==> config.mk <==
export PLATFORM = sky130hd
export DESIGN_NAME = event_zero_suppress_packer
export DESIGN_NICKNAME = d
export VERILOG_FILES = /design/src/rtl/ezsp_pkg.sv /design/src/rtl/event_zero_suppress_packer.sv
export SDC_FILE = /design/constraint.sdc
export NUM_CORES = 1
export LEC_CHECK = 0
export BUFFER_PORTS_ARGS = -buffer_cell sky130_fd_sc_hd__buf_2
export CAP_MARGIN = 20
export CORE_AREA = 2 2 233 235
export DETAILED_ROUTE_END_ITERATION = 12
export DIE_AREA = 0 0 235 237
export GPL_TIMING_DRIVEN = 0
export PLACE_DENSITY = 0.84
export SLEW_MARGIN = 20
export SYNTH_ARGS = -nofsm -noshare
export SYNTH_HDL_FRONTEND = slang
export SYNTH_SLANG_ARGS = --single-unit
==> constraint.sdc <==
create_clock -name clk -period 6.1 [get_ports clk]
set_clock_uncertainty 0.1 [all_clocks]
set_input_delay 0.61 -clock clk [delete_from_list [all_inputs] [get_ports clk]]
set_output_delay 0.61 -clock clk [all_outputs]
set_load 0.1 [all_outputs]
==> src/rtl/ezsp_pkg.sv <==
`default_nettype none
package ezsp_pkg;

  localparam int WORD_W  = 16;
  localparam int LABEL_W = 8;
  localparam int VALUE_W = 15;
  localparam int COUNT_W = 8;
  localparam int PAD_W   = 14;

  localparam logic [1:0] KIND_PAD   = 2'd0;
  localparam logic [1:0] KIND_HEAD  = 2'd1;
  localparam logic [1:0] KIND_ENTRY = 2'd2;
  localparam logic [1:0] KIND_TRAIL = 2'd3;

  localparam logic REQ_WORD  = 1'b0;
  localparam logic REQ_FLUSH = 1'b1;

  typedef struct packed {
    logic                     req_type;
    logic signed [WORD_W-1:0] word;
  } ezsp_in_t;

  typedef struct packed {
    logic [1:0]         kind;
    logic [COUNT_W-1:0] fired_count;
    logic [LABEL_W-1:0] label;
    logic [VALUE_W-1:0] value;
    logic [PAD_W-1:0]   pad_bytes;
    logic               overflow;
    logic               last;
  } ezsp_out_t;

  typedef struct packed {
    logic [LABEL_W-1:0] label;
    logic [VALUE_W-1:0] value;
  } ezsp_entry_t;

endpackage
`default_nettype wire

==> src/rtl/event_zero_suppress_packer.sv <==
// Channel   Dir  Ports                          Content
// in_       in   in_valid, in_stall, in_data    readout word or end-of-stream flush
// out_      out  out_valid, out_stall, out_data pad, header, entries, trailer
//
// A readout word that ends no event is taken without raising in_stall.
// An event end is accepted, then its results go out in order: pad (if any) and,
// when entries fired, header, n entries, trailer; the sequencer issues one result
// per cycle while out_stall is low, through one output register and the entry RAM's read port.
// Reset is synchronous and clears control state; the entry RAM is not cleared.
// out_stall holds the sequencer; in_stall is high until the last result is loaded.
`default_nettype none
module event_zero_suppress_packer
  import ezsp_pkg::*;
#(
  parameter int MAX_FIRED   = 32,
  parameter int BLOCK_BYTES = 8192
) (
  input  wire logic      clk,
  input  wire logic      rst_n,
  input  wire logic      in_valid,
  output      logic      in_stall,
  input  wire ezsp_in_t  in_data,
  output      logic      out_valid,
  input  wire logic      out_stall,
  output      ezsp_out_t out_data
);

  localparam int IW     = (MAX_FIRED > 1) ? $clog2(MAX_FIRED) : 1;
  localparam int CW     = $clog2(MAX_FIRED + 1);
  localparam int FW     = $clog2(BLOCK_BYTES);
  localparam int CMP_W  = FW + 1;

  localparam logic [2:0] S_IDLE  = 3'd0;
  localparam logic [2:0] S_PAD   = 3'd1;
  localparam logic [2:0] S_HEAD  = 3'd2;
  localparam logic [2:0] S_ENTRY = 3'd3;
  localparam logic [2:0] S_TRAIL = 3'd4;

  logic [2:0]         state_r, state_nxt;
  logic [IW-1:0]      idx_r, idx_nxt;
  logic [CW-1:0]      fired_r, fired_nxt;
  logic [LABEL_W-1:0] pos_r, pos_nxt;
  logic [FW-1:0]      fill_r, fill_nxt;
  logic               drop_r, drop_nxt;
  logic               flush_r, flush_nxt;
  logic               out_valid_r, out_valid_nxt;
  ezsp_out_t          out_data_r, out_data_nxt;

  ezsp_entry_t        mem [MAX_FIRED];
  ezsp_entry_t        rd_q_r;
  logic               mem_we;
  logic               rd_en;
  logic [IW-1:0]      rd_addr;

  logic               slot_free;
  logic               pad_hit;
  logic [CMP_W-1:0]   need_bytes;
  logic [CMP_W-1:0]   fill_sum;
  logic [CMP_W-1:0]   pad_left;

  assign slot_free = !out_valid_r || !out_stall;
  assign in_stall  = (state_r != S_IDLE);
  assign out_valid = out_valid_r;
  assign out_data  = out_data_r;

  // block accounting: check before an event, fill after it
  assign need_bytes = CMP_W'(fill_r) + CMP_W'(4) + (CMP_W'(fired_r) << 2);
  assign pad_hit    = (need_bytes >= CMP_W'(BLOCK_BYTES));
  assign fill_sum   = CMP_W'(fill_r) + CMP_W'(2) + (CMP_W'(fired_r) << 1)
                      + CMP_W'(fired_r);
  assign pad_left   = CMP_W'(BLOCK_BYTES) - CMP_W'(fill_r);

  always_comb begin
    state_nxt     = state_r;
    idx_nxt       = idx_r;
    fired_nxt     = fired_r;
    pos_nxt       = pos_r;
    fill_nxt      = fill_r;
    drop_nxt      = drop_r;
    flush_nxt     = flush_r;
    out_valid_nxt = out_valid_r && out_stall;
    out_data_nxt  = out_data_r;
    mem_we        = 1'b0;
    rd_en         = 1'b0;
    rd_addr       = '0;

    unique case (state_r)
      S_IDLE: begin
        if (in_valid) begin
          if (in_data.req_type == REQ_FLUSH) begin
            flush_nxt = 1'b1;
            if (fired_r != '0) begin
              state_nxt = S_HEAD;
            end else begin
              fill_nxt  = '0;
              pos_nxt   = LABEL_W'(1);
              drop_nxt  = 1'b0;
            end
          end else if (in_data.word[WORD_W-1]) begin
            flush_nxt = 1'b0;
            if (pad_hit) begin
              state_nxt = S_PAD;
            end else if (fired_r != '0) begin
              state_nxt = S_HEAD;
            end else begin
              pos_nxt  = LABEL_W'(1);
              drop_nxt = 1'b0;
            end
          end else begin
            if (in_data.word != '0) begin
              if (fired_r < CW'(MAX_FIRED)) begin
                mem_we    = 1'b1;
                fired_nxt = fired_r + CW'(1);
              end else begin
                drop_nxt = 1'b1;
              end
            end
            pos_nxt = pos_r + LABEL_W'(1);
          end
        end
      end
      S_PAD: begin
        if (slot_free) begin
          out_valid_nxt          = 1'b1;
          out_data_nxt           = '0;
          out_data_nxt.kind      = KIND_PAD;
          out_data_nxt.pad_bytes = pad_left[PAD_W-1:0];
          out_data_nxt.last      = (fired_r == '0);
          fill_nxt               = '0;
          if (fired_r != '0) begin
            state_nxt = S_HEAD;
          end else begin
            state_nxt = S_IDLE;
            pos_nxt   = LABEL_W'(1);
            drop_nxt  = 1'b0;
          end
        end
      end
      S_HEAD: begin
        if (slot_free) begin
          out_valid_nxt            = 1'b1;
          out_data_nxt             = '0;
          out_data_nxt.kind        = KIND_HEAD;
          out_data_nxt.fired_count = COUNT_W'(fired_r);
          out_data_nxt.overflow    = drop_r;
          rd_en                    = 1'b1;
          rd_addr                  = '0;
          idx_nxt                  = '0;
          state_nxt                = S_ENTRY;
        end
      end
      S_ENTRY: begin
        if (slot_free) begin
          out_valid_nxt         = 1'b1;
          out_data_nxt          = '0;
          out_data_nxt.kind     = KIND_ENTRY;
          out_data_nxt.label    = rd_q_r.label;
          out_data_nxt.value    = rd_q_r.value;
          out_data_nxt.overflow = drop_r;
          if (CW'(idx_r) + CW'(1) == fired_r) begin
            state_nxt = S_TRAIL;
          end else begin
            // prefetch the next entry while this one goes out
            rd_en   = 1'b1;
            rd_addr = idx_r + IW'(1);
            idx_nxt = idx_r + IW'(1);
          end
        end
      end
      S_TRAIL: begin
        if (slot_free) begin
          out_valid_nxt            = 1'b1;
          out_data_nxt             = '0;
          out_data_nxt.kind        = KIND_TRAIL;
          out_data_nxt.fired_count = COUNT_W'(fired_r);
          out_data_nxt.overflow    = drop_r;
          out_data_nxt.last        = 1'b1;
          fill_nxt                 = flush_r ? '0 : fill_sum[FW-1:0];
          fired_nxt                = '0;
          pos_nxt                  = LABEL_W'(1);
          drop_nxt                 = 1'b0;
          state_nxt                = S_IDLE;
        end
      end
      default: begin
        state_nxt = S_IDLE;
      end
    endcase
  end

  always_ff @(posedge clk) begin
    if (mem_we) begin
      mem[fired_r[IW-1:0]] <= '{label: pos_r, value: in_data.word[VALUE_W-1:0]};
    end
    if (rd_en) begin
      rd_q_r <= mem[rd_addr];
    end
  end

  always_ff @(posedge clk) begin
    if (!rst_n) begin
      state_r     <= S_IDLE;
      idx_r       <= '0;
      fired_r     <= '0;
      pos_r       <= LABEL_W'(1);
      fill_r      <= '0;
      drop_r      <= 1'b0;
      flush_r     <= 1'b0;
      out_valid_r <= 1'b0;
    end else begin
      state_r     <= state_nxt;
      idx_r       <= idx_nxt;
      fired_r     <= fired_nxt;
      pos_r       <= pos_nxt;
      fill_r      <= fill_nxt;
      drop_r      <= drop_nxt;
      flush_r     <= flush_nxt;
      out_valid_r <= out_valid_nxt;
    end
  end

  always_ff @(posedge clk) begin
    out_data_r <= out_data_nxt;
  end

endmodule
`default_nettype wire

Word level (Yosys, flattened, before mapping)
Memory sizes are Yosys's and may differ from the RTL's. A register that Yosys moved wholly into a read port is not among the register bits. Cells that the tools add are included.

$add $sub $neg: 10. Order comparisons: 2. Equality and inequality tests: 22. Multiplexer cells: 72. Reductions and logical operators: 23.

Operators with widths (count): $mux 49 (4); $pmux 49 s4 (1); $mux 13 (6); $mux 8 (7); $pmux 13 s3 (1); $mux 6 (6); $mux 3 (10); $mux 5 (6); $ne 2x2->1 const B (13); $mux 1 (24); $pmux 8 s3 (1); $reduce_and 7->1 (3); $reduce_bool 16->1 (1); $pmux 3 s5 (1); $add 13x3->14 const B (1); $add 14x8->14 (1); $ge 14x14->1 const B (1); $sub 14x13->14 const A (1); $add 13x2->13 const B (1); $add 13x6->13 (1); $add 13x7->13 (1); $ne 4x4->1 const B (3); $pmux 6 s2 (1); $pmux 5 s2 (1); 27 further kinds (33).

Register bits after elaboration: 87. Memory bits (writable): 736. Input port bits: 21. Output and inout port bits: 51. Memories kept: 1.

Memories: mem (words 32, width 23, rd ports 1, clocked after Yosys merged registers in 1, write ports 1, line event_zero_suppress_packer.sv:49) `ezsp_entry_t mem [MAX_FIRED];`.

Depth between registers and ports, before layout
Gate-level depths: netlist of the first run.

Depth in word-level cells: 9. Depth in mapped cells: 14. Depth with buffers taken out: 14.

Worst setup path after synthesis of the first run
No wires, ideal clock.

Kind: register -> register. Start point: register state_r[0]. End point: register out_data_r (netlist bit out_data[0]) (enable). Data arrival time: 3.339 ns. Required time: 5.548 ns. Setup slack: 2.209 ns. Cell stages (with the launch flop): 6. Buffers on the path: 1. Period minus slack after synthesis: 3.891 ns. Cell sequence: dfxtp_1 > buf_2 > nor3_1 > inv_1 > nand2_1 > nor2_1.

Word-level cells in the longest chain between the ends: 3. Elaborated cells on any way between the ends: 10.

Ends and longest elaborated chain: start: declaration (line event_zero_suppress_packer.sv:39) `logic [2:0] state_r, state_nxt;`; start signal: assignment (line event_zero_suppress_packer.sv:211) `state_r <= state_nxt;`; $eq 3x3->1, or another cell as far along (line event_zero_suppress_packer.sv:87) `unique case (state_r)`; $reduce_bool 4->1 (no line) or $ne 2x2->1 (tied branches); $reduce_and 5->1 (no line) *; end signal: assignment (line event_zero_suppress_packer.sv:223) `out_data_r <= out_data_nxt;`; end: declaration (line event_zero_suppress_packer.sv:47) `ezsp_out_t out_data_r, out_data_nxt;`.

Mark *: on every way between the ends. The rest lies on a longest branch, timed or not. A chain may end at the register's enable or synchronous reset.

Final worst setup path of the first run
Start point: register state_r[0]. End point: register, netlist name rd_q_r[17].

Word-level cells in the longest chain between the ends: 2. Elaborated cells on any way between the ends: 4.

Ends and longest elaborated chain (line): $eq 3x2->1 (event_zero_suppress_packer.sv:87); $pmux 1 s2 or $mux 5 (tied branches).

Parallel ways exist; a longest one is shown, timed or not.

==> metrics.md, run 1 <==
| Metric | Value |
|---|---|
| Detailed placement HPWL | `just over 60 mm` |
| Worst-Skew Late Latency | `around 0.65 ns` |
| Fmax | `208 MHz` |
| Gr usage total | `0.348` |
| Mapped Cells | `approximately 2400` |
| CP arrival | `5.04 ns` |
| Setup_tns | `0 ns` |
| Share of layout cells above drive strength 1 | `0.128` |
| Crit path kind | `reg -> reg` |
| Register Area | `25000 sq um` |
| DRC | `0` |
| Worst Slack Setup Final | `1.30 ns` |
| Starting density of the core | `0.643` |
| Vias in the first global route | `about 23000` |
| Post-CTS Hold Fix Bufs | `0` |
| First-pass GRT wire length | `about 140 mm` |
| Core area | `53300 sq um` |
| Starting DRC count in detailed routing | `3401` |
| Ant diodes | `0` |
| Final Core Density | `0.732` |
| Slew @ Worst Pin | `1.12 ns` |
| Main synth FF type | `edfxtp_1` |
| Share of the synthesized area in the top cell type | `0.706` |
| Max incr delay on CP | `0.86 ns` |
| Sequential area share after synthesis | `0.729` |
| Routed WL | `96.9 mm` |
| Routed vias | `between 20000 and 25000` |
| Synth Cell Area | `34300 sq um` |
| Num CTS Buffers | `about 80` |
| Synth top area cells | `edfxtp_1 (71%), nand2_1 (4.2%), mux2i_1 (4.0%)` |
| Outcome | `completed` |
| EDFF count, synth | `slightly above 800` |
| Setup-failing EPs final | `0` |
| Gate power share | `0.104` |
| Leading area contributor after synthesis | `edfxtp_1` |
| Clock Tree Root | `clkbuf_16` |
| H-tree depth | `3` |
| GPL Wtd Cong | `0.924` |
| Ports | `72` |
| Maximum clock path buffer count | `3` |
| Int Pwr | `9.80 mW` |
| Min cycle time layout | `4.80 ns` |
| RSZ-0062 raised after global routing | `no` |
| Area of the multi-input gates | `8730 sq um` |
| Dpl ws | `1.57 ns` |
| Highest-delay cell along the critical path | `nor2_1` |
| Synth Register Bits | `roughly 840` |
| Worst vdd ir | `0.334 mV` |
| Sequential Power Share | `0.498` |
| Min-Delay Path Class | `in -> reg` |
| Yosys warnings | `0` |
| Synth async-reset ratio | `0` |
| Final-layout fill cell count | `2981` |
| Net Sw Power | `3.41 mW` |
| Pleak | `13.8 nW` |
| Unique cell type count in the Yosys netlist | `64` |
| Die width | `235 um` |
| Avg WL per Cell | `29.0 um` |
| Worst path cell trace | `buf_2 -> inv_1 -> nor2_1 -> and3_1 -> o21ai_0 -> nor2_1 -> clkbuf_1 -> clkbuf_1 -> nand3_1 -> nand4_1 -> nand4_1` |
| Area of the die | `55700 sq um` |
| Fin Hold WS | `~0.24 ns` |
| Switching share of power | `0.258` |
| Final hold violation count | `0` |
| Post-route ant nets | `0` |
| Clock Sinks | `roughly 840` |
| Post-route clock period utilization | `0.787` |
| Max-slew violation count | `0` |
| Crit. End Element | `flip-flop` |
| Max-Cap Viols | `0` |
| Resized cells post-CTS | `0` |
| GR Overflow Total | `0` |
| Area Overhead vs Synth | `13.9%` |
| Clk pin slew, worst setup/hold paths | `0.06 ns` |
| Core Rows | `85` |
| PortBufs | `69` |
| Worst Path Required | `6.34 ns` |
| CTS tree | `yes` |
| Initial antenna violation count | `5` |
| Die H | `237 um` |
| Mapped Avg Cell Area | `roughly 14 sq um` |
| Startpoint types | `flip-flop` |
| Power density over cell area | `about 340 nW/um^2` |
| Critical path peak fanout | `10` |
| Post-CTS Setup Repair Bufs | `0` |
| # nets final | `2643` |
| Clock power frac | `0.398` |
| Worst rel slew slack | `0.253` |
| Via density | `approximately 6.9` |
| First-pass DRT Iterations | `6` |
| Largest net degree at the start of global routing | `38` |
critical path: cells and delay by family, from the launching register on:
| family | cells | cell delay (ns) |
|---|---|---|
| flops | 1 | 0.30 |
| compound gates | 1 | 0.16 |
| simple gates | 6 | 2.56 |
| buf+inv | 4 | 1.37 |
power groups by stage:
stage / registers [mW] / logic, mW / clock network [mW]
global route: 6.58 / 1.41 / 5.47
detailed placement: 6.70 / 1.35 / 0
floorplan: 7.34 / 0.343 / 0
finish: 6.58 / 1.37 / 5.26
CTS: 6.58 / 1.35 / 5.24
global placement: 6.72 / 1.25 / 0
sequential cells by signal, summed over array words and instances, names as in the netlist:
register / count
out_valid: 1
fill_r: 13
drop_r: 1
rd_q_r: 23
flush_r: 1
state_r: 3
mem: 736
idx_r: 5
out_data: 47
fired_r: 6
pos_r: 8
final cells by class:
type / instances / share of cell area
sequential: 844 / 0.640
multi-input combinational: 1384 / 0.224
clock buffer: 99 / 0.0558
timing repair buffer: 93 / 0.0225
tap: 696 / 0.0223
buffer: 145 / 0.0180
clock inverter: 49 / 0.0150
inverter: 29 / 0.00279
cell families after synthesis:
| logic type | share of synthesized area |
|---|---|
| simple gates | 0.124 |
| flops | 0.729 |
| compound gates | 0.0559 |
| buf+inv | 0.0236 |
| mux | 0.0414 |
| fa+ha+maj | 0.0170 |
| xor+xnor | 0.00949 |
| other cells | 0.000109 |
final timing paths:
kind                            slack [ns]  depth (start not counted)                    to                     from
worst max-delay path                  1.30                         11  rd_q_r[17]$_DFFE_PP_  state_r[0]$_SDFFE_PN0P_
worst min-delay path                  0.24                          3  flush_r$_SDFFE_PN0P_              in_data[16]
worst max register to register        1.30                         11  rd_q_r[17]$_DFFE_PP_  state_r[0]$_SDFFE_PN0P_
worst min register to register        0.35                          2   drop_r$_SDFFE_PN0P_      drop_r$_SDFFE_PN0P_
stage by stage:
step                      instances  cell area [sq um]  power [mW]
final                          3339              39000        13.2
after detailed placement       3191              36300        8.04
after global routing           3339              39000        13.5
after floorplan                2402              34300        7.68
after CTS                      3339              39000        13.2
after global placement         3167              35500        7.97
per-layer routing:
layer / GRT usage / vias up / routed length [um]
li1: - / 9512 / -
met1: 0.423 / 11200 / 31900
met2: 0.534 / 1941 / 43800
met3: 0.114 / 478 / 13600
met4: 0.234 / 4 / 7670
met5: 0 / - / 23
layout by cell type (no fill, tap or decap), types with 37 or more instances in the layout:
cell type / synthesis / routed
a21oi_1: 40 / 40
ha_1: 37 / 37
nand4_1: 110 / 110
nand2_1: 383 / 383
nor2_1: 101 / 68
buf_2: 38 / 107
nand3_1: 195 / 195
edfxtp_1: 806 / 806
mux2i_1: 136 / 136
a22oi_1: 53 / 53
clkbuf_1: 87 / 101
clkbuf_16: 0 / 85
cells in the mapped netlist (all sizes together), types with 12 or more instances:
cell,number
nand4,110
inv,28
o21ai,32
nand3,195
xnor2,23
dfxtp,38
nor4b,17
a21boi,14
nor3,19
nand2,383
o2111ai,21
a32oi,22
buf,58
mux2i,136
ha,37
and2,30
nor2,103
xor2,12
edfxtp,806
a21oi,41
o221a,22
o22ai,25
clkbuf,87
a22oi,53
Note: power is estimated with default switching activity, not from simulation.
==> inputs of run 2 (changes only) <==
CORE_AREA = 2 2 251 253   (was 2 2 233 235)
DIE_AREA = 0 0 253 255   (was 0 0 235 237)
PLACE_DENSITY = 0.77   (was 0.84)
clock period = 4.3 ns   (was 6.1 ns; I/O delays follow)
==> metrics.md, run 2 (synthesized netlist as in run 1, its figures left out) <==
| Metric | Value |
|---|---|
| GR Overflow Total | `0 (unchanged)` |
| FF-to-FF Start | `idx_r[0]$_SDFFE_PN0P_` |
| Hold path depth | `3 (unchanged)` |
| Worst path cell trace | `ha_1 -> xor2_1 -> nor2_1 -> nand4b_1 -> nor2_1 -> nor4_2 -> clkbuf_1 -> nand4_1 -> nand4_1` |
| Critical path's top delay family | `simple AND/OR/NAND/NOR gates` |
| Post-route clock period utilization | `0.979 (+0.193)` |
| FF-to-FF path depth | `9 (-2)` |
| Worst-case hold path end point | `flush_r$_SDFFE_PN0P_` |
| CTS tree | `yes` |
| Sequential Power Share | `0.501 (+0.003)` |
| Maximum clock path buffer count | `3 (unchanged)` |
| Outcome | `completed` |
| Via density | `6.48 (-6.4%)` |
| First-pass GRT wire length | `139 mm (-1.6%)` |
| Core area | `62200 sq um (+17%)` |
| # nets final | `2646 (+0.11%)` |
| Highest-delay cell along the critical path | `nor4_2` |
| Post-Place Cell Area | `36600 sq um (+0.82%)` |
| Critical path peak fanout | `10 (unchanged)` |
| Crit path buffers/inverters | `1 (-3)` |
| Clock Sinks | `844 (unchanged)` |
| Num CTS Buffers | `82 (unchanged)` |
| Initial antenna violation count | `5 (unchanged)` |
| Largest net degree at the start of global routing | `38 (unchanged)` |
| Detailed placement HPWL | `62.5 mm (+2.6%)` |
| Crit path kind | `reg -> reg` |
| Ant diodes | `0 (unchanged)` |
| Post-route ant nets | `0 (unchanged)` |
| Most common cell after layout, fill and taps aside | `edfxtp_1` |
| Min-Delay Path Class | `in -> reg` |
| Worst vdd ir | `0.332 mV (-0.61%)` |
| Routed WL | `95.9 mm (-0.99%)` |
| Clock Tree Root | `clkbuf_16` |
| Routed vias | `22300 (-3.3%)` |
| Die H | `255 um (+7.6%)` |
| Vias in the first global route | `21400 (-6.0%)` |
| Clock power frac | `0.395 (-0.003)` |
| Worst Hold Launch | `in_data[16]` |
| Setup-failing EPs final | `0 (unchanged)` |
| Die width | `253 um (+7.7%)` |
| RSZ-0062 raised after global routing | `no` |
| Worst Path Required | `4.66 ns (-1.68 ns)` |
| Fin Hold WS | `0.0888 ns (-0.147 ns)` |
| Slew @ Worst Pin | `1.01 ns (-0.105 ns)` |
| Final hold violation count | `0 (unchanged)` |
| Area Overhead vs Synth | `14.9%` |
| Startpoint types | `flip-flop` |
| Max-slew violation count | `0 (unchanged)` |
| Number of flip-flops under the largest register name | `736 (unchanged)` |
| Max incr delay on CP | `0.76 ns (-0.10 ns)` |
| Worst rel slew slack | `0.318 (+0.0654)` |
| Avg WL per Cell | `27.8 um (-4.1%)` |
| Gate power share | `0.104 (about the same)` |
| Starting DRC count in detailed routing | `3293 (-3.2%)` |
| Crit. End Element | `flip-flop` |
| Area of the die | `64500 sq um (+16%)` |
| GPL Wtd Cong | `0.935 (+1.3%)` |
| Post-CTS Setup Repair Bufs | `0 (unchanged)` |
| CP arrival | `4.57 ns (-0.47 ns)` |
| DRC | `0 (unchanged)` |
| Starting density of the core | `0.551 (-0.0918)` |
| Gr usage total | `0.298 (-0.0492)` |
| Core Rows | `92 (+8.2%)` |
| Worst-Skew Late Latency | `0.64 ns (about the same)` |
| Commonest cells after routing, fill and taps aside | `edfxtp_1 (806), nand2_1 (383), nand3_1 (195)` |
| Pwr Total | `18.6 mW (+41%)` |
| Capture point of the worst reg-to-reg path | `rd_q_r[4]$_DFFE_PP_` |
| Setup_tns | `0 ns (unchanged)` |
| First-pass DRT Iterations | `7 (+1)` |
| Pleak | `13.9 nW (+0.79%)` |
| PortBufs | `69 (unchanged)` |
| Clk pin slew, worst setup/hold paths | `0.07 ns (about the same)` |
| Int Pwr | `13.8 mW (+41%)` |
| Final Core Density | `0.633 (-0.0991)` |
| Switching share of power | `0.258 (+0.000371)` |
| Reg2Reg Setup Slack | `0.09 ns (-1.21 ns)` |
| Ports | `72 (unchanged)` |
| H-tree depth | `3 (unchanged)` |
| Fmax | `237 MHz (+14%)` |
| Power density over cell area | `473 nW/um^2 (+40%)` |
| Share of layout cells above drive strength 1 | `0.140 (+0.0129)` |
| Min cycle time layout | `4.21 ns (-0.587 ns)` |
| Max-Cap Viols | `0 (unchanged)` |
| Net Sw Power | `4.81 mW (+41%)` |
| Design area | `39400 sq um (+0.88%)` |
==> run 2: changes by cell type in the layout (fill, tap and decap cells not counted), moves of 3 or more <==
cell | previous run | this run
clkbuf_1 | 101 | 89
clkbuf_2 | 0 | 7
a21oi_2 | 0 | 6
buf_16 | 11 | 18
clkbuf_8 | 0 | 5
clkinv_2 | 12 | 20
bufinv_16 | 12 | 9
a21oi_1 | 40 | 34
clkinv_1 | 17 | 12
==> run 2: repair_timing <==
action,CTS,global route
setup endpoints to repair,19,15
hold endpoints to repair,0,0
gates resized for setup,9,14
hold buffers,0,0
==> run 2: stage by stage <==
stage / worst slack (ns) / std cells
after global routing: 0.132 / 3448
after detailed placement: -0.265 / 3299
after CTS: 0.00881 / 3449
after global placement: -0.668 / 3270
after floorplan: 0.409 / 2402
final: 0.0894 / 3448
==> run 2: worst max path at each step <==
stage                                       start                endpoint  slack (ns)  cells past startpoint
after CTS                   idx_r[0]$_SDFFE_PN0P_     rd_q_r[7]$_DFFE_PP_       0.009                     12
final                       idx_r[0]$_SDFFE_PN0P_     rd_q_r[4]$_DFFE_PP_        0.09                      9
after detailed placement  state_r[2]$_SDFFE_PN0P_     rd_q_r[3]$_DFFE_PP_       -0.27                     11
after global routing      state_r[2]$_SDFFE_PN0P_     rd_q_r[3]$_DFFE_PP_        0.13                     11
after global placement                  out_stall  out_data[27]$_DFFE_PP_       -0.67                      5
after floorplan           state_r[0]$_SDFFE_PN0P_   out_data[0]$_DFFE_PP_        0.41                      5
==> run 2: cell type report <==
class,count,area (sq um)
Clock buffer,101,2240
Fill cell,4292,22800
Timing Repair Buffer,98,1040
Multi-Input combinational cell,1384,8780
Clock inverter,50,522
Inverter,29,109
Tap cell,799,1000
Buffer,143,702
Sequential cell,844,25000
==> run 2: tightest hold or removal path, stage by stage <==
cell and delay [ns]:
buf_2 0.15, a32oi_1 0.12, nor2_1 0.08
==> run 2: power groups by stage <==
stage	Clock, mW	Sequential (mW)	Combinational (mW)
after floorplan	0	10.4	0.486
after global placement	0	9.54	1.78
after detailed placement	0	9.50	1.91
after CTS	7.36	9.32	1.92
after global routing	7.69	9.33	2.02
final	7.35	9.32	1.94
==> run 2: layer usage <==
metal | wire [um] | part of all wire | global-route usage
met1 | 33800 | 0.35 | 0.386
met3 | 12500 | 0.13 | 0.0796
met5 | 24 | 0.00025 | 0
met2 | 43100 | 0.45 | 0.459
met4 | 6490 | 0.068 | 0.174
